<file path="src/sv/base64_stream_encoder_assert.svh">
// Assertion macros for the base64 stream encoder.
// Used by the top level only; compiled away when SYNTH is defined.
`ifndef BASE64_STREAM_ENCODER_ASSERT_SVH
`define BASE64_STREAM_ENCODER_ASSERT_SVH
`ifndef SYNTH
// expression must hold at every clock edge out of reset
`define B64_ASSERT(lbl, clk, rstn, expr) \
    lbl: assert property (@(posedge clk) disable iff (!(rstn)) (expr)) \
        else $error("base64 encoder check failed");
// antecedent implies consequent in the same cycle
`define B64_ASSERT_IMP(lbl, clk, rstn, ante, cons) \
    lbl: assert property (@(posedge clk) disable iff (!(rstn)) (ante) |-> (cons)) \
        else $error("base64 encoder check failed");
`else
`define B64_ASSERT(lbl, clk, rstn, expr)
`define B64_ASSERT_IMP(lbl, clk, rstn, ante, cons)
`endif
`endif

</file>
<file path="src/sv/b64_pkg.sv">
// Shared types, constants and the alphabet lookup for the base64 encoder.
// No dependencies.
`timescale 1ns / 1ps

package b64_pkg;

    localparam int COUNT_WIDTH = 16;
    localparam int CAP_WIDTH   = 16;
    localparam int SUM_WIDTH   = ((COUNT_WIDTH > CAP_WIDTH) ? COUNT_WIDTH : CAP_WIDTH) + 1;

    localparam logic [SUM_WIDTH-1:0] CNT_MAX =
        SUM_WIDTH'((64'd1 << COUNT_WIDTH) - 64'd1);
    localparam logic [SUM_WIDTH-1:0] NEED_GROUP = SUM_WIDTH'(4);
    localparam logic [SUM_WIDTH-1:0] NEED_LAST  = SUM_WIDTH'(5);
    localparam logic [COUNT_WIDTH-1:0] CHARS_PER_GROUP = COUNT_WIDTH'(4);

    localparam logic [CAP_WIDTH-1:0] CAP_RESET = CAP_WIDTH'(65535);

    localparam logic [7:0] PAD_CHAR      = 8'h3D;
    localparam logic [7:0] ERR_CHAR      = 8'h00;
    localparam logic [7:0] ASCII_UPPER_A = 8'h41;
    localparam logic [7:0] ASCII_LOWER_A = 8'h61;
    localparam logic [7:0] ASCII_ZERO    = 8'h30;
    localparam logic [7:0] ASCII_PLUS    = 8'h2B;
    localparam logic [7:0] ASCII_SLASH   = 8'h2F;

    localparam int Q_DEPTH = 2;
    localparam int Q_PTR_W = 1;
    localparam int Q_CNT_W = 2;

    localparam logic [1:0] LAST_SLOT = 2'd3;

    // one encoded group, or an error marker
    typedef struct packed {
        logic [23:0] group;
        logic [1:0]  valid;     // data bytes in the group, 1 to 3
        logic        last;
        logic        err;
    } cmd_t;

    typedef struct packed {
        logic full;
        logic empty;
    } q_status_t;

    function automatic logic [7:0] b64_char(input logic [5:0] idx);
        logic [7:0] idx8;
        idx8 = {2'b00, idx};
        if (idx < 6'd26)
            return 8'(ASCII_UPPER_A + idx8);
        else if (idx < 6'd52)
            return 8'(ASCII_LOWER_A + idx8 - 8'd26);
        else if (idx < 6'd62)
            return 8'(ASCII_ZERO + idx8 - 8'd52);
        else if (idx == 6'd62)
            return ASCII_PLUS;
        else
            return ASCII_SLASH;
    endfunction

endpackage

</file>
<file path="src/sv/b64_front.sv">
// Front end: takes bytes, builds 24-bit groups, checks output capacity
// and queues one request per group or error. Depends on b64_pkg.
`timescale 1ns / 1ps

module b64_front
    import b64_pkg::*;
(
    input  logic                 clk,
    input  logic                 rst_n,
    input  logic                 cfg_wr_en,
    input  logic [CAP_WIDTH-1:0] cfg_wr_data,
    input  logic                 in_valid,
    output logic                 in_ready,
    input  logic [7:0]           in_byte,
    input  logic                 in_last,
    input  q_status_t            q_status,
    output logic                 push,
    output cmd_t                 push_cmd
);

    logic [CAP_WIDTH-1:0]   cap_reg,     cap_next;
    logic [15:0]            held_reg,    held_next;
    logic [1:0]             pos_reg,     pos_next;
    logic [COUNT_WIDTH-1:0] cw_reg,      cw_next;
    logic                   aborted_reg, aborted_next;

    logic                 accept;
    logic                 emit;
    logic                 ovf;
    logic [SUM_WIDTH-1:0] sum;

    assign in_ready = !q_status.full;
    assign accept   = in_valid && in_ready;
    // third byte or last marker closes a group
    assign emit     = !aborted_reg && (pos_reg[1] || in_last);
    assign push     = accept && emit;

    assign sum = SUM_WIDTH'(cw_reg) + (in_last ? NEED_LAST : NEED_GROUP);
    assign ovf = (sum > SUM_WIDTH'(cap_reg)) || (sum > CNT_MAX);

    always_comb
    begin
        case (pos_reg)
            2'd0:    push_cmd.group = {in_byte, 16'h0000};
            2'd1:    push_cmd.group = {held_reg[7:0], in_byte, 8'h00};
            default: push_cmd.group = {held_reg, in_byte};
        endcase
        case (pos_reg)
            2'd0:    push_cmd.valid = 2'd1;
            2'd1:    push_cmd.valid = 2'd2;
            default: push_cmd.valid = 2'd3;
        endcase
        push_cmd.last = in_last;
        push_cmd.err  = ovf;
    end

    always_comb
    begin
        cap_next     = cfg_wr_en ? cfg_wr_data : cap_reg;
        held_next    = held_reg;
        pos_next     = pos_reg;
        cw_next      = cw_reg;
        aborted_next = aborted_reg;
        if (accept)
        begin
            if (aborted_reg)
            begin
                if (in_last)
                begin
                    aborted_next = 1'b0;
                    held_next    = '0;
                    pos_next     = '0;
                    cw_next      = '0;
                end
            end
            else if (!emit)
            begin
                held_next = {held_reg[7:0], in_byte};
                pos_next  = 2'(pos_reg + 2'd1);
            end
            else
            begin
                held_next = '0;
                pos_next  = '0;
                if (ovf)
                begin
                    cw_next      = '0;
                    aborted_next = !in_last;
                end
                else if (in_last)
                    cw_next = '0;
                else
                    cw_next = COUNT_WIDTH'(cw_reg + CHARS_PER_GROUP);
            end
        end
    end

    always_ff @(posedge clk or negedge rst_n)
    begin
        if (!rst_n)
        begin
            cap_reg     <= CAP_RESET;
            held_reg    <= '0;
            pos_reg     <= '0;
            cw_reg      <= '0;
            aborted_reg <= 1'b0;
        end
        else
        begin
            cap_reg     <= cap_next;
            held_reg    <= held_next;
            pos_reg     <= pos_next;
            cw_reg      <= cw_next;
            aborted_reg <= aborted_next;
        end
    end

endmodule

</file>
<file path="src/sv/b64_cmd_queue.sv">
// Two-entry queue of group requests between front and back end.
// Depends on b64_pkg.
`timescale 1ns / 1ps

module b64_cmd_queue
    import b64_pkg::*;
(
    input  logic      clk,
    input  logic      rst_n,
    input  logic      push,
    input  cmd_t      push_cmd,
    input  logic      pop,
    output cmd_t      head,
    output q_status_t status
);

    cmd_t               entry_reg [Q_DEPTH];
    logic [Q_PTR_W-1:0] wr_ptr_reg, wr_ptr_next;
    logic [Q_PTR_W-1:0] rd_ptr_reg, rd_ptr_next;
    logic [Q_CNT_W-1:0] count_reg,  count_next;

    assign status.full  = (count_reg == Q_CNT_W'(Q_DEPTH));
    assign status.empty = (count_reg == '0);
    assign head         = entry_reg[rd_ptr_reg];

    always_comb
    begin
        wr_ptr_next = push ? Q_PTR_W'(wr_ptr_reg + 1'b1) : wr_ptr_reg;
        rd_ptr_next = pop  ? Q_PTR_W'(rd_ptr_reg + 1'b1) : rd_ptr_reg;
        count_next  = count_reg;
        if (push && !pop)
            count_next = Q_CNT_W'(count_reg + 1'b1);
        else if (pop && !push)
            count_next = Q_CNT_W'(count_reg - 1'b1);
    end

    always_ff @(posedge clk or negedge rst_n)
    begin
        if (!rst_n)
        begin
            wr_ptr_reg <= '0;
            rd_ptr_reg <= '0;
            count_reg  <= '0;
        end
        else
        begin
            wr_ptr_reg <= wr_ptr_next;
            rd_ptr_reg <= rd_ptr_next;
            count_reg  <= count_next;
        end
    end

    always_ff @(posedge clk)
    begin
        if (push)
            entry_reg[wr_ptr_reg] <= push_cmd;
    end

endmodule

</file>
<file path="src/sv/b64_back.sv">
// Back end: walks the queue head one character per cycle, while the output
// is not stalled, into the output register. Depends on b64_pkg.
`timescale 1ns / 1ps

module b64_back
    import b64_pkg::*;
(
    input  logic      clk,
    input  logic      rst_n,
    input  cmd_t      head,
    input  q_status_t q_status,
    output logic      pop,
    output logic      out_valid,
    input  logic      out_ready,
    output logic [7:0] out_char,
    output logic      out_err,
    output logic      out_end
);

    logic [1:0] slot_reg, slot_next;
    logic       valid_reg, valid_next;
    logic [7:0] char_reg, char_next;
    logic       err_reg,  err_next;
    logic       end_reg,  end_next;

    logic       load;
    logic [5:0] sextet;

    assign load = !q_status.empty && (!valid_reg || out_ready);
    assign pop  = load && (head.err || slot_reg == LAST_SLOT);

    always_comb
    begin
        case (slot_reg)
            2'd0:    sextet = head.group[23:18];
            2'd1:    sextet = head.group[17:12];
            2'd2:    sextet = head.group[11:6];
            default: sextet = head.group[5:0];
        endcase
    end

    always_comb
    begin
        slot_next  = slot_reg;
        valid_next = valid_reg && !out_ready;
        char_next  = char_reg;
        err_next   = err_reg;
        end_next   = end_reg;
        if (load)
        begin
            valid_next = 1'b1;
            if (head.err)
            begin
                char_next = ERR_CHAR;
                err_next  = 1'b1;
                end_next  = 1'b1;
            end
            else
            begin
                // slot beyond the data bytes is padding
                char_next = (slot_reg <= head.valid) ? b64_char(sextet) : PAD_CHAR;
                err_next  = 1'b0;
                end_next  = head.last && (slot_reg == LAST_SLOT);
            end
            slot_next = pop ? 2'd0 : 2'(slot_reg + 2'd1);
        end
    end

    always_ff @(posedge clk or negedge rst_n)
    begin
        if (!rst_n)
        begin
            slot_reg  <= '0;
            valid_reg <= 1'b0;
        end
        else
        begin
            slot_reg  <= slot_next;
            valid_reg <= valid_next;
        end
    end

    always_ff @(posedge clk)
    begin
        char_reg <= char_next;
        err_reg  <= err_next;
        end_reg  <= end_next;
    end

    assign out_valid = valid_reg;
    assign out_char  = char_reg;
    assign out_err   = err_reg;
    assign out_end   = end_reg;

endmodule

</file>
<file path="src/sv/base64_stream_encoder.sv">
// Streaming base64 encoder, standard alphabet with '=' padding. Bytes enter
// one per cycle while the two-entry group queue has room; every third byte,
// or the byte marked last, closes a group that leaves as four characters, one
// per cycle while the output is not stalled, from the output register through
// the single character port of the back end. output_capacity counts
// characters per message plus one terminator slot (never sent); a group that
// would not fit gives one error result (char 0, tuser high, tlast high) and
// the rest of the message is dropped up to its last byte.
`timescale 1ns / 1ps
`include "base64_stream_encoder_assert.svh"

module base64_stream_encoder
    import b64_pkg::*;
(
    input  logic                 clk,
    input  logic                 rst_n,
    input  logic                 cfg_wr_en,
    input  logic [CAP_WIDTH-1:0] cfg_wr_data,   // output_capacity
    input  logic                 s_axis_tvalid,
    output logic                 s_axis_tready,
    input  logic [7:0]           s_axis_tdata,  // [7:0] data_byte
    input  logic                 s_axis_tlast,  // last_byte
    output logic                 m_axis_tvalid,
    input  logic                 m_axis_tready,
    output logic [7:0]           m_axis_tdata,  // [7:0] out_char
    output logic                 m_axis_tuser,  // [0] overflow_error
    output logic                 m_axis_tlast   // end_of_message
);

    cmd_t      push_cmd;
    cmd_t      head;
    q_status_t q_status;
    logic      push;
    logic      pop;

    b64_front u_front (
        .clk         (clk),
        .rst_n       (rst_n),
        .cfg_wr_en   (cfg_wr_en),
        .cfg_wr_data (cfg_wr_data),
        .in_valid    (s_axis_tvalid),
        .in_ready    (s_axis_tready),
        .in_byte     (s_axis_tdata),
        .in_last     (s_axis_tlast),
        .q_status    (q_status),
        .push        (push),
        .push_cmd    (push_cmd)
    );

    b64_cmd_queue u_queue (
        .clk      (clk),
        .rst_n    (rst_n),
        .push     (push),
        .push_cmd (push_cmd),
        .pop      (pop),
        .head     (head),
        .status   (q_status)
    );

    b64_back u_back (
        .clk       (clk),
        .rst_n     (rst_n),
        .head      (head),
        .q_status  (q_status),
        .pop       (pop),
        .out_valid (m_axis_tvalid),
        .out_ready (m_axis_tready),
        .out_char  (m_axis_tdata),
        .out_err   (m_axis_tuser),
        .out_end   (m_axis_tlast)
    );

    `B64_ASSERT(a_q_consistent, clk, rst_n, !(q_status.full && q_status.empty))
    `B64_ASSERT_IMP(a_no_push_full, clk, rst_n, push, !q_status.full)
    `B64_ASSERT_IMP(a_no_pop_empty, clk, rst_n, pop, !q_status.empty)
    `B64_ASSERT_IMP(a_err_result, clk, rst_n, m_axis_tvalid && m_axis_tuser,
        m_axis_tlast && (m_axis_tdata == ERR_CHAR))

endmodule
</file>
<file path="config.mk">
export PLATFORM = sky130hd
export DESIGN_NAME = base64_stream_encoder
export DESIGN_NICKNAME = d
export VERILOG_FILES = /design/src/sv/b64_pkg.sv /design/src/sv/b64_front.sv /design/src/sv/b64_cmd_queue.sv /design/src/sv/b64_back.sv /design/src/sv/base64_stream_encoder.sv
export VERILOG_INCLUDE_DIRS = /design/src /design/src/sv
export SDC_FILE = /design/constraint.sdc
export NUM_CORES = 1
export LEC_CHECK = 0
export BUFFER_PORTS_ARGS = -buffer_cell sky130_fd_sc_hd__buf_2
export CELL_PAD_IN_SITES_DETAIL_PLACEMENT = 1
export CELL_PAD_IN_SITES_GLOBAL_PLACEMENT = 1
export CORE_MARGIN = 2
export CORE_UTILIZATION = 52
export CTS_CLUSTER_DIAMETER = 150
export CTS_CLUSTER_SIZE = 25
export DETAILED_ROUTE_END_ITERATION = 8
export PLACE_DENSITY_LB_ADDON = 0.1
export SYNTH_ARGS = -nofsm -noshare
export SYNTH_HDL_FRONTEND = slang
export SYNTH_SLANG_ARGS = --single-unit
</file>
<file path="constraint.sdc">
create_clock -name clk -period 5.2 [get_ports clk]
set_input_delay 0.26 -clock clk [delete_from_list [all_inputs] [get_ports clk]]
set_output_delay 0.26 -clock clk [all_outputs]
set_load 0.03 [all_outputs]
</file>
Word level (Yosys, flattened, before mapping):

Memory sizes are Yosys's and may differ from the RTL's.
Index checks and enable logic that the tools add are counted.

* add/subtract/negate cells: 13
* magnitude comparators: 6
* equal/unequal tests: 7
* mux-type cells: 30
* bitwise logic cells: 1
* reductions and logical operators: 29

Operators with widths (number)
* $mux W16: 7
* $pmux W24 S2: 1
* $mux W8: 3
* $pmux W6 S3: 1
* $add A16 B17 Y17: 1
* $gt A17 B16 Y1: 1
* $gt A17 B16 Y1 const B: 1
* $add A16 B3 Y16 const B: 1
* $add A7 B6 Y8 const A: 2
* $lt A6 B6 Y1 const B: 2
* $mux W2: 6
* $logic_and A1 B1 Y1: 9
* $mux W1: 9
* $logic_not A1 Y1: 8
* $sub A8 B5 Y8 const B: 1
* $sub A8 B6 Y8 const B: 1
* $add A6 B6 Y7 const A: 1
* $add A2 B1 Y2 const B: 3
* $eq A2 B2 Y1 const B: 3
* $eq A6 B6 Y1 const B: 1
* $logic_not A2 Y1: 3
* $lt A6 B5 Y1 const B: 1
* $mux W6: 1
* $eq A2 B1 Y1 const B: 2
* 12 further kinds: 17

* bits in registers: 68
* bits in writable memories: 56
* bits of input ports: 30
* output and inout bits: 12
* logic and storage cells: 101
* memories: 1

Memory list
* u_queue.entry_reg: words 2, width 28, read ports 1, clocked after Yosys merged registers in 0, write ports 1, RTL line b64_cmd_queue.sv:17 `cmd_t entry_reg [Q_DEPTH];`

Depth between registers and ports, before layout:

Gate-level depths: netlist (run 1).

* depth in word-level cells: 8
* gate-level depth with buffers: 15

Cells and area by module:

A second synthesis (run 1) with hierarchy kept.

* cell total of the unflattened synthesis: 525
* area total of the unflattened synthesis: 6283.5 sq um

Modules (own cells, without submodules)
* b64_front: instances 1, cells each 303, area an instance 2910.3 sq um, sequential area each 1246.2 sq um
* b64_cmd_queue: instances 1, cells each 103, area an instance 2254.7 sq um, sequential area each 1781.7 sq um
* b64_back: instances 1, cells each 119, area an instance 1118.6 sq um, sequential area each 375.4 sq um

Worst setup path before layout (run 1):

OpenSTA, ideal clock, no wires.

* kind: flip-flop to flip-flop
* start point: register u_front.cw_reg[2]
* end point: memory u_queue.entry_reg[0][0] in the netlist's numbering (data pin)
* arrival: 2.942 ns
* data required time: 4.926 ns
* setup slack: 1.984 ns
* stages on the path, launching flop included: 15
* buffers on the path: 2
* clock period less this slack: 3.216 ns
* cell sequence: dfrtp_1 > ha_1 > nand3_1 > nor2_1 > and3_1 > buf_2 > nand3_1 > xnor2_1 > ha_1 > or4_1 > a21oi_1 > o21ai_0 > o211ai_1 > clkbuf_1 > nand2_1

RTL lines
* from (decl): RTL line b64_front.sv:24 `logic [COUNT_WIDTH-1:0] cw_reg, cw_next;`
* from (signal assigned): RTL line b64_front.sv:113 `cw_reg <= cw_next;`
* to (decl): RTL line b64_cmd_queue.sv:17

Worst setup path in the final report (run 1):

* start point: register u_front.cw_reg[3]
* end point: register u_front.cw_reg[5]

* cells in the longest elaborated chain, start to end: 6

RTL lines
* $add A16 B17 Y17: RTL line b64_front.sv:38 `assign sum = SUM_WIDTH'(cw_reg) + (in_last ? NEED_LAST : NEED_GROUP);`
* $gt A17 B16 Y1: RTL line b64_front.sv:39 `assign ovf = (sum > SUM_WIDTH'(cap_reg)) || (sum > CNT_MAX);`
* $logic_or A1 B1 Y1: RTL line b64_front.sv:39
* $mux W16 *: RTL line b64_front.sv:85 `if (ovf)`
* $mux W16 *: RTL line b64_front.sv:76 `else if (!emit)`
* $mux W16 *: RTL line b64_front.sv:66 `if (aborted_reg)`

Every way passes the cells marked *; elsewhere a longest branch is shown, timed or not. The select of a mux whose other input is x is not followed.
A chain may end at the register's enable or synchronous reset.

==> flow_summary.json, run 1 <==
{
  "status": "complete, no violations",
  "powerDensity_nw_per_um2": 606.1,
  "routabilityCongestion": 0.8600,
  "layout.nets": 684,
  "path_max_fanout": 12,
  "cts_tree": "done",
  "clkTransAtPathRegs_ns": 0.05,
  "postCtsSetupRepairBufs": 0,
  "synth_ff_type": "edfxtp_1",
  "worst_pin_slew_ns": 0.9464,
  "synthArstFlopShare_pct": 45.90,
  "grt_pass1_wl_um": 24160,
  "cp.required_ns": 5.55,
  "die_w_um": 114.2,
  "timing.fmax_mhz": 246.4,
  "r2r_start": "u_front.cw_reg[3]",
  "synth.area.top_cells": "edfxtp_1, dfrtp_1, ha_1, dfstp_2, nand2_1",
  "ant_nets": 0,
  "numCtsBuffers": 17,
  "rows": 40,
  "synth_area_um2": 6316,
  "cts_root_buffer": "clkbuf_16",
  "synthTopCellsByCount": "nand2_1, edfxtp_1, o21ai_0",
  "cp-end-kind": "flip-flop",
  "grt_start_max_net_pins": 57,
  "r2r_cells": 13,
  "drive_above_1_share_pct": 18.63,
  "yosysWarnings": 0,
  "slew_violations": 0,
  "io_pins": 42,
  "yosysMostFrequentCell": "nand2_1",
  "fp.dieH_um": 114.2,
  "reg2reg_slack_ns": 1.14,
  "grt_pass1_vias": 4795,
  "setup_violations": 0,
  "path_buf_inv": 0,
  "synth_nets": 643,
  "netlist_instances": 574,
  "portBuffers": 41,
  "cts_max_path_buffers": 2,
  "path_class": "reg -> reg",
  "cap_violations": 0,
  "synth_top_cell_area_share_pct": 31.38,
  "r2r_end": "u_front.cw_reg[5]",
  "drt-initial-drc-count": 278,
  "h-tree-depth": 4,
  "n_fill_cell": 1266,
  "ir_worst_vdd_uv": 231.3,
  "path_cells": "ha_1, nand3_1, nor2_1, and3_1, nand3_1, xnor2_1, ha_1, or4_1, a21oi_1, o21ai_0, o211ai_1, and2_1, a22o_1",
  "leakagePower_nw": 3.081,
  "final_area_um2": 7209,
  "largest_reg_flops": 56,
  "min_from": "m_axis_tready",
  "grt_overflow_total": 0,
  "synth.avg_cell_area_um2": 11.00,
  "synth.yosys.seq_area_share_pct": 53.88,
  "area_growth_syn_to_layout_pct": 14.14,
  "slowest_stage": "o211ai_1",
  "drc": 0,
  "core_area_um2": 11910,
  "rsz0062_at_grt": "no",
  "period_minus_slack_ns": 4.059,
  "postPlaceCellArea_um2": 6640,
  "min_path_cells": 2,
  "dp_hpwl_um": 10080,
  "die_area_um2": 13040,
  "cts.sinks": 122,
  "vias": 4509,
  "cp_top_family": "simple AND/OR/NAND/NOR gates",
  "clock_latency_ns": 0.42,
  "slew_headroom_pct": 36.24,
  "critPathMaxStageDelay_ns": 0.73,
  "ys_ff_latch": 122,
  "start_kind": "flip-flop",
  "first_pass_iters": 5,
  "crit_arrival_ns": 4.41,
  "antenna_found_initial": 0,
  "final-hold-violation-count": 0,
  "tns_ns": 0,
  "initial_core_util_pct": 53.03,
  "grt_util_all_layers_pct": 24.17,
  "wire_per_inst_um": 18.63,
  "min_path_type": "in -> reg",
  "diodes": 0,
  "min_to": "u_back.out_valid",
  "synth_top_area_cell": "edfxtp_1",
  "ys_types": 56,
  "drt_wl_total_um": 14440,
  "synth-edff-count": 66,
  "period_share_pct": 78.05,
  "fin_skew_ns": 0.01012,
  "via_per_inst": 5.818
}
[layer usage]
| metal | global-route usage, % | part of all wire [%] |
|---|---|---|
| met1 | 28.74 | 42 |
| met2 | 42.58 | 53 |
| met3 | 4.500 | 2.3 |
| met4 | 11.06 | 2.3 |
| met5 | 0 | 0 |
[cells by family (layout without fill, tap and decap cells)]
logic type      Yosys count  in the layout  share of synthesized area [%]
other cells               1              1                        0.05937
simple gates            167            167                          12.12
fa+ha+maj                39             39                          7.726
mux                      25             25                          4.715
buf+inv                  68            122                          4.417
xor+xnor                 19             19                          2.635
flops                   122            122                          53.88
compound gates          133            133                          14.44
[layout make-up]
cell class / count / area, um2 / share of cell area, %
clock buffers: 22 / 464.2 / 6.439
clock inverters: 10 / 95.09 / 1.319
inverters: 41 / 153.9 / 2.135
multi-input cells: 384 / 2641 / 36.64
flip-flops and latches: 122 / 3403 / 47.21
well taps: 147 / 183.9 / 2.551
repair buffers: 49 / 267.8 / 3.714
[cell usage in the layout, fill, tap and decap left out, drive strengths merged, types with 15 or more instances in the layout]
| cell | n |
|---|---|
| nand2 | 83 |
| edfxtp | 66 |
| o21ai | 51 |
| buf | 48 |
| inv | 41 |
| dfrtp | 40 |
| ha | 39 |
| nand3 | 24 |
| clkbuf | 22 |
| dfstp | 16 |
| mux2 | 16 |
| xnor2 | 15 |
| a22o | 15 |
[worst max-delay path by stage]
stage                           start                      end  depth (start not counted)
global placement    u_front.cw_reg[2]       u_front.cw_reg[10]                         13
finish              u_front.cw_reg[3]        u_front.cw_reg[5]                         13
global route        u_front.cw_reg[3]       u_front.cw_reg[13]                         13
CTS                 u_front.cw_reg[2]        u_front.cw_reg[5]                         13
detailed placement  u_front.cw_reg[3]       u_front.cw_reg[13]                         13
floorplan           u_front.cw_reg[2]  u_queue.entry_reg[0][0]                         14
[metrics by stage]
stage	std cells	hold WS, ns	worst slack (ns)	power [W]	utilization, %
finish	775	0.04900	1.141	0.004370	60.53
global route	775	0.06941	0.7897	0.004640	60.53
CTS	775	0.03629	1.129	0.004398	60.53
detailed placement	742	0.4456	1.241	0.003267	55.75
global placement	742	0.4447	1.412	0.003173	55.75
floorplan	574	-0.03559	1.984	0.002790	-
[where the power goes]
group / internal, W / switching (W) / leakage (nW)
Clock: 0.000681 / 0.000416 / 0.270
Sequential: 0.00136 / 0.000145 / 1.32
Combinational: 0.000631 / 0.00114 / 1.49
Total: 0.00267 / 0.00170 / 3.08
[timing repair]
action / 4_1_cts / 5_1_grt
resized for setup: 0 / 0
hold buffers: 1 / 0
endpoints found under the hold margin: 39 / 0
Note: power is estimated with default switching activity, not from simulation.
==> run 2, diff against run 1 <==
Settings changed: CORE_UTILIZATION 52 to 44.
Clock period 5.2 ns to 3.4 ns, I/O delays scaled along.
==> run 2 against run 1 <==
Worst setup slack lost 1.0 ns. Sequential cell count stayed put. Core utilization down 5.6 points. Maximum frequency up 25%. Via count increased by 2.8%. Worst hold slack got worse by 0.016 ns. Final cell count rose by 9.8%. Die area up 18%. First-iteration DRC count increased by 26%. Sequential share of layout area down 2.7 points. Global-route usage down 2.1 points. Register-to-register slack lost 1.0 ns. Critical path type unchanged. Largest cell class unchanged.
==> flow_summary.json, run 2 (synthesis gave the netlist of run 1 again) <==
{
  "r2r_cells": 11,
  "fp.dieH_um": 123.8,
  "via_per_inst": 5.448,
  "cts_max_path_buffers": 2,
  "portBuffers": 41,
  "layout_common_cells": "nand2_1, edfxtp_1, o21ai_0, buf_2, inv_1",
  "fin_skew_ns": 0.008820,
  "layout.nets": 727,
  "final-hold-violation-count": 0,
  "min_path_cells": 1,
  "path_max_fanout": 10,
  "dp_hpwl_um": 10970,
  "period_minus_slack_ns": 3.255,
  "period_share_pct": 95.74,
  "p_seq_share_pct": 32.9,
  "ir_worst_vdd_uv": 374.4,
  "antenna_found_initial": 0,
  "reg2reg_slack_ns": 0.15,
  "n_fill_cell": 1496,
  "slew_violations": 0,
  "min_path_type": "in -> reg",
  "largest_reg_flops": 56,
  "grt_start_max_net_pins": 42,
  "vias": 4636,
  "die_w_um": 123.8,
  "worst_pin_slew_ns": 0.9662,
  "post-route-util_pct": 54.91,
  "routabilityCongestion": 0.7976,
  "initial_core_util_pct": 45.33,
  "numCtsBuffers": 17,
  "grt_overflow_total": 0,
  "path_class": "reg -> reg",
  "cts_tree": "done",
  "slew_headroom_pct": 35.58,
  "p_switching_w": 0.002750,
  "first_pass_iters": 6,
  "core_area_um2": 13930,
  "h-tree-depth": 4,
  "grt_util_all_layers_pct": 22.05,
  "r2r_start": "u_back.slot_reg[0]",
  "leakagePower_nw": 3.286,
  "drc": 0,
  "ant_nets": 0,
  "grt_pass1_vias": 4838,
  "final_common_cell": "nand2_1",
  "finalNonFillerCells": 851,
  "start_kind": "flip-flop",
  "swShare_pct": 39.65,
  "drt_wl_total_um": 15580,
  "internal_power_w": 0.004186,
  "postPlaceCellArea_um2": 6832,
  "min_to": "u_queue.entry_reg[1][1]",
  "drive_above_1_share_pct": 23.55,
  "cp_common_cell": "inv_1",
  "slowest_stage": "mux4_2",
  "die_area_um2": 15330,
  "powerDensity_nw_per_um2": 906.5,
  "drt-initial-drc-count": 349,
  "p_clk_share_pct": 23.9,
  "timing.fmax_mhz": 307.2,
  "p_comb_share_pct": 43.3,
  "setup_violations": 0,
  "cp.required_ns": 3.66,
  "cts_root_buffer": "clkbuf_16",
  "clock_latency_ns": 0.42,
  "r2r_end": "u_back.out_char[3]",
  "clkTransAtPathRegs_ns": 0.06,
  "critPathMaxStageDelay_ns": 0.57,
  "min_from": "s_axis_tlast",
  "cap_violations": 0,
  "path_cells": "inv_1, ha_2, a222oi_1, mux4_2, inv_1, ha_1, nand2_1, o311a_2, nor4_1, a211oi_1, a31oi_1",
  "cts.sinks": 122,
  "wire_per_inst_um": 18.31,
  "grt_pass1_wl_um": 25110,
  "rows": 43,
  "crit_arrival_ns": 3.52,
  "cp-end-kind": "flip-flop",
  "final_area_um2": 7651,
  "diodes": 0,
  "dp_cells": 795,
  "io_pins": 42,
  "area_growth_syn_to_layout_pct": 21.14,
  "status": "complete, no violations"
}
[run 2: cell types whose count changed in the layout (fill, tap and decap cells not counted), sizes merged]
| cell | previous run | this run |
|---|---|---|
| buf | 48 | 74 |
| dlygate4sd3 | 1 | 18 |
| inv | 41 | 47 |
| clkbuf | 22 | 17 |
| bufinv | 1 | 0 |
| clkinv | 7 | 8 |
| clkinvlp | 2 | 1 |
[run 2: layer usage]
layer  GRT usage, %  wire length (um)
met2          39.18              8418
met1          26.89              6593
met4          7.813               250
met5              0                 0
met3          3.892               320
[run 2: through the flow]
| step | setup slack, ns | power (W) | hold WS, ns | setup TNS (ns) |
|---|---|---|---|---|
| final | 0.1450 | 0.006936 | 0.03335 | 0 |
| after global routing | -0.05400 | 0.007370 | 0.03231 | -0.2133 |
| after CTS | 0.005665 | 0.006939 | 0.02002 | 0 |
| after detailed placement | 0.05390 | 0.005244 | 0.3830 | 0 |
| after global placement | 0.09013 | 0.005118 | 0.3629 | 0 |
| after floorplan | 0.1837 | 0.004267 | -0.1256 | 0 |
[run 2: layout make-up]
cell class	count	area [um2]	area share, %
multi-input combinational	384	2694	35.21
inverter	41	153.9	2.011
timing repair buffer	92	630.6	8.242
clock inverter	15	117.6	1.537
tap	180	225.2	2.944
sequential	122	3405	44.50
clock buffer	17	425.4	5.560
[run 2: what timing repair did]
action	in CTS	in global routing
pin swaps	0	2
buffers inserted	0	5
hold buffers	18	0
endpoints found under the setup margin	13	21
endpoints found under the hold margin	49	0
gates resized for setup	2	14
gates cloned	0	1
[run 2: worst max-delay path by stage]
stage / from / to / slack, ns / depth (start not counted)
finish: u_back.slot_reg[0] / u_back.out_char[3] / 0.15 / 11
CTS: u_front.cw_reg[2] / u_front.aborted_reg / 0.006 / 14
floorplan: u_front.cw_reg[2] / u_queue.entry_reg[0][0] / 0.18 / 14
detailed placement: u_back.slot_reg[0] / u_back.out_char[3] / 0.05 / 11
global placement: u_back.slot_reg[0] / u_back.out_char[0] / 0.09 / 12
global route: u_front.cw_reg[3] / u_front.cw_reg[4] / -0.05 / 14
[run 2: worst max-delay path, delay by kind of cell (launching register included)]
| family | cells | cell delay [ns] |
|---|---|---|
| AO/OA/AOI/OAI | 4 | 0.79 |
| multiplexers | 1 | 0.57 |
| adder cells (fa/ha/maj) | 2 | 0.49 |
| buffers and inverters | 2 | 0.38 |
| flip-flops | 1 | 0.42 |
| AND/OR/NAND/NOR | 2 | 0.43 |
[run 2: power by group through the flow]
stage | clock network [W] | logic [W] | registers [W]
floorplan | 0 | 0.00191 | 0.00236
global placement | 0 | 0.00284 | 0.00228
detailed placement | 0 | 0.00293 | 0.00231
CTS | 0.00168 | 0.00298 | 0.00228
global route | 0.00174 | 0.00331 | 0.00232
finish | 0.00165 | 0.00300 | 0.00228
==> run 3, diff against run 2 <==
Settings changed: CELL_PAD_IN_SITES_DETAIL_PLACEMENT 1 to 2, CELL_PAD_IN_SITES_GLOBAL_PLACEMENT 1 to 2, CORE_UTILIZATION 44 to 37.
==> run 3 against run 2 <==
Clock power increased by 13%. Register-to-register slack about the same. Core utilization down 8.0 points. Die area up 18%. Combinational power grew 6%. Non-clock buffer count decreased by 1. First-iteration DRC count fell by 3.2%. Count of clock-buffer cells in the layout stayed put. Worst hold slack worse by 0.0013 ns. Worst setup slack better by 0.0086 ns. Critical endpoint is now u_front.cw_reg[10].
==> flow_summary.json, run 3 (synthesis gave the netlist of run 1 again) <==
{
  "status": "complete, no violations",
  "antenna_found_initial": 0,
  "wl_met1_um": 8017,
  "rows": 47,
  "drt-initial-drc-count": 338,
  "diodes": 0,
  "met3_wirelength_um": 442,
  "topRoutingLayerUsed": "met4",
  "leakagePower_nw": 3.290,
  "die_w_um": 134.7,
  "die_area_um2": 18130,
  "via_per_inst": 5.331,
  "ant_nets": 0,
  "grt_pass1_wl_um": 28900,
  "portBuffers": 41,
  "finalNonFillerCells": 890,
  "final_common_cell": "nand2_1",
  "power_w": 0.007318,
  "period_share_pct": 95.48,
  "grt_overflow_total": 0,
  "layout.nets": 726,
  "min_path_cells": 3,
  "io_pins": 42,
  "r2r_cells": 14,
  "route.met2.wl_um": 9099,
  "largest_reg_flops": 56,
  "cp-end-kind": "flip-flop",
  "cts_max_path_buffers": 2,
  "drive_above_1_share_pct": 24.18,
  "clock_latency_ns": 0.42,
  "path_max_fanout": 7,
  "first_pass_iters": 4,
  "layout_common_cells": "nand2_1, edfxtp_1, o21ai_0, buf_2, inv_1",
  "h-tree-depth": 4,
  "cts.sinks": 122,
  "drt_wl_total_um": 17910,
  "wire_per_inst_um": 20.13,
  "vias": 4745,
  "drc": 0,
  "path_class": "reg -> reg",
  "worst_pin_slew_ns": 1.003,
  "setup_violations": 0,
  "powerDensity_nw_per_um2": 937.7,
  "slew_violations": 0,
  "cts_tree": "done",
  "final-hold-violation-count": 0,
  "post-route-util_pct": 46.90,
  "crit_arrival_ns": 3.60,
  "area_growth_syn_to_layout_pct": 23.57,
  "initial_core_util_pct": 37.95,
  "clkTransAtPathRegs_ns": 0.06,
  "fin_skew_ns": 0.008011,
  "timing.fmax_mhz": 308.0,
  "period_minus_slack_ns": 3.246,
  "routabilityCongestion": 0.7880,
  "n_fill_cell": 1722,
  "dp_hpwl_um": 12590,
  "slew_headroom_pct": 33.13,
  "min_path_type": "in -> reg",
  "start_kind": "flip-flop",
  "dp_cells": 835,
  "numCtsBuffers": 17,
  "grt_start_max_net_pins": 41,
  "fp.dieH_um": 134.7,
  "ir_worst_vdd_uv": 396.8,
  "cts_root_buffer": "clkbuf_16",
  "core_area_um2": 16640,
  "grt_util_all_layers_pct": 21.04,
  "grt_pass1_vias": 5262,
  "cp.required_ns": 3.76,
  "cap_violations": 0
}
[run 3: through the flow]
step,setup TNS [ns],hold slack [ns],setup WS (ns),area (um2)
floorplan,0,-0.1256,0.1837,6316
global placement,0,0.3660,0.1939,6882
detailed placement,0,0.3777,0.009342,6882
CTS,0,0.02608,0.008558,7694
global route,-0.1609,0.05233,-0.04297,7805
finish,0,0.03208,0.1536,7805
[run 3: cell type report]
type                            count  area [um2]  share of cell area [%]
Timing Repair Buffer               91       623.1                   7.983
Clock inverter                     15       173.9                   2.228
Multi-Input combinational cell    384        2743                   35.14
Tap cell                          220       275.3                   3.527
Sequential cell                   122        3411                   43.70
Clock buffer                       17       425.4                   5.450
Inverter                           41       153.9                   1.972
[run 3: worst paths after layout]
path	to	startpoint	slack (ns)
setup / recovery	u_front.cw_reg[10]	u_front.cw_reg[3]	0.15
hold / removal	u_front.held_reg[7]	s_axis_tdata[7]	0.03
setup reg to reg	u_front.cw_reg[10]	u_front.cw_reg[3]	0.15
hold reg to reg	u_front.held_reg[13]	u_front.held_reg[13]	0.49
max in group asynchronous	u_front.cap_reg[11]	rst_n	2.08
min in group asynchronous	u_front.held_reg[6]	rst_n	0.46
[run 3: critical path: stages, from the launching register on]
cell      delay (ns)
dfrtp_2         0.42
ha_4            0.19
nand3_4         0.11
nor2_4          0.14
and3_1          0.19
nand3_1         0.10
xnor2_1         0.17
ha_1            0.21
or4_1           0.55
a21oi_2         0.15
o21ai_0         0.12
o211ai_1        0.18
buf_4           0.16
and2_1          0.30
a22o_1          0.20
[run 3: repair_timing]
action	CTS	global route
buffers inserted	1	3
pin swaps	1	2
hold buffers	18	0
resized for setup	4	22
endpoints found under the hold margin	56	0
endpoints found under the setup margin	5	24
gates cloned	1	0
[run 3: power breakdown]
part	internal [W]	switching, W	leakage (nW)	total, W
logic	0.00121	0.00197	1.69	0.00318
clock network	0.00115	0.000705	0.285	0.00186
registers	0.00208	0.000209	1.31	0.00229
total	0.00444	0.00288	3.29	0.00732
[run 3: metal layers]
layer  vias up  track usage (%)
li1       2234                -
met4         0            8.129
met3        28            3.791
met2        90            35.70
met5         -                0
met1      2393            26.76
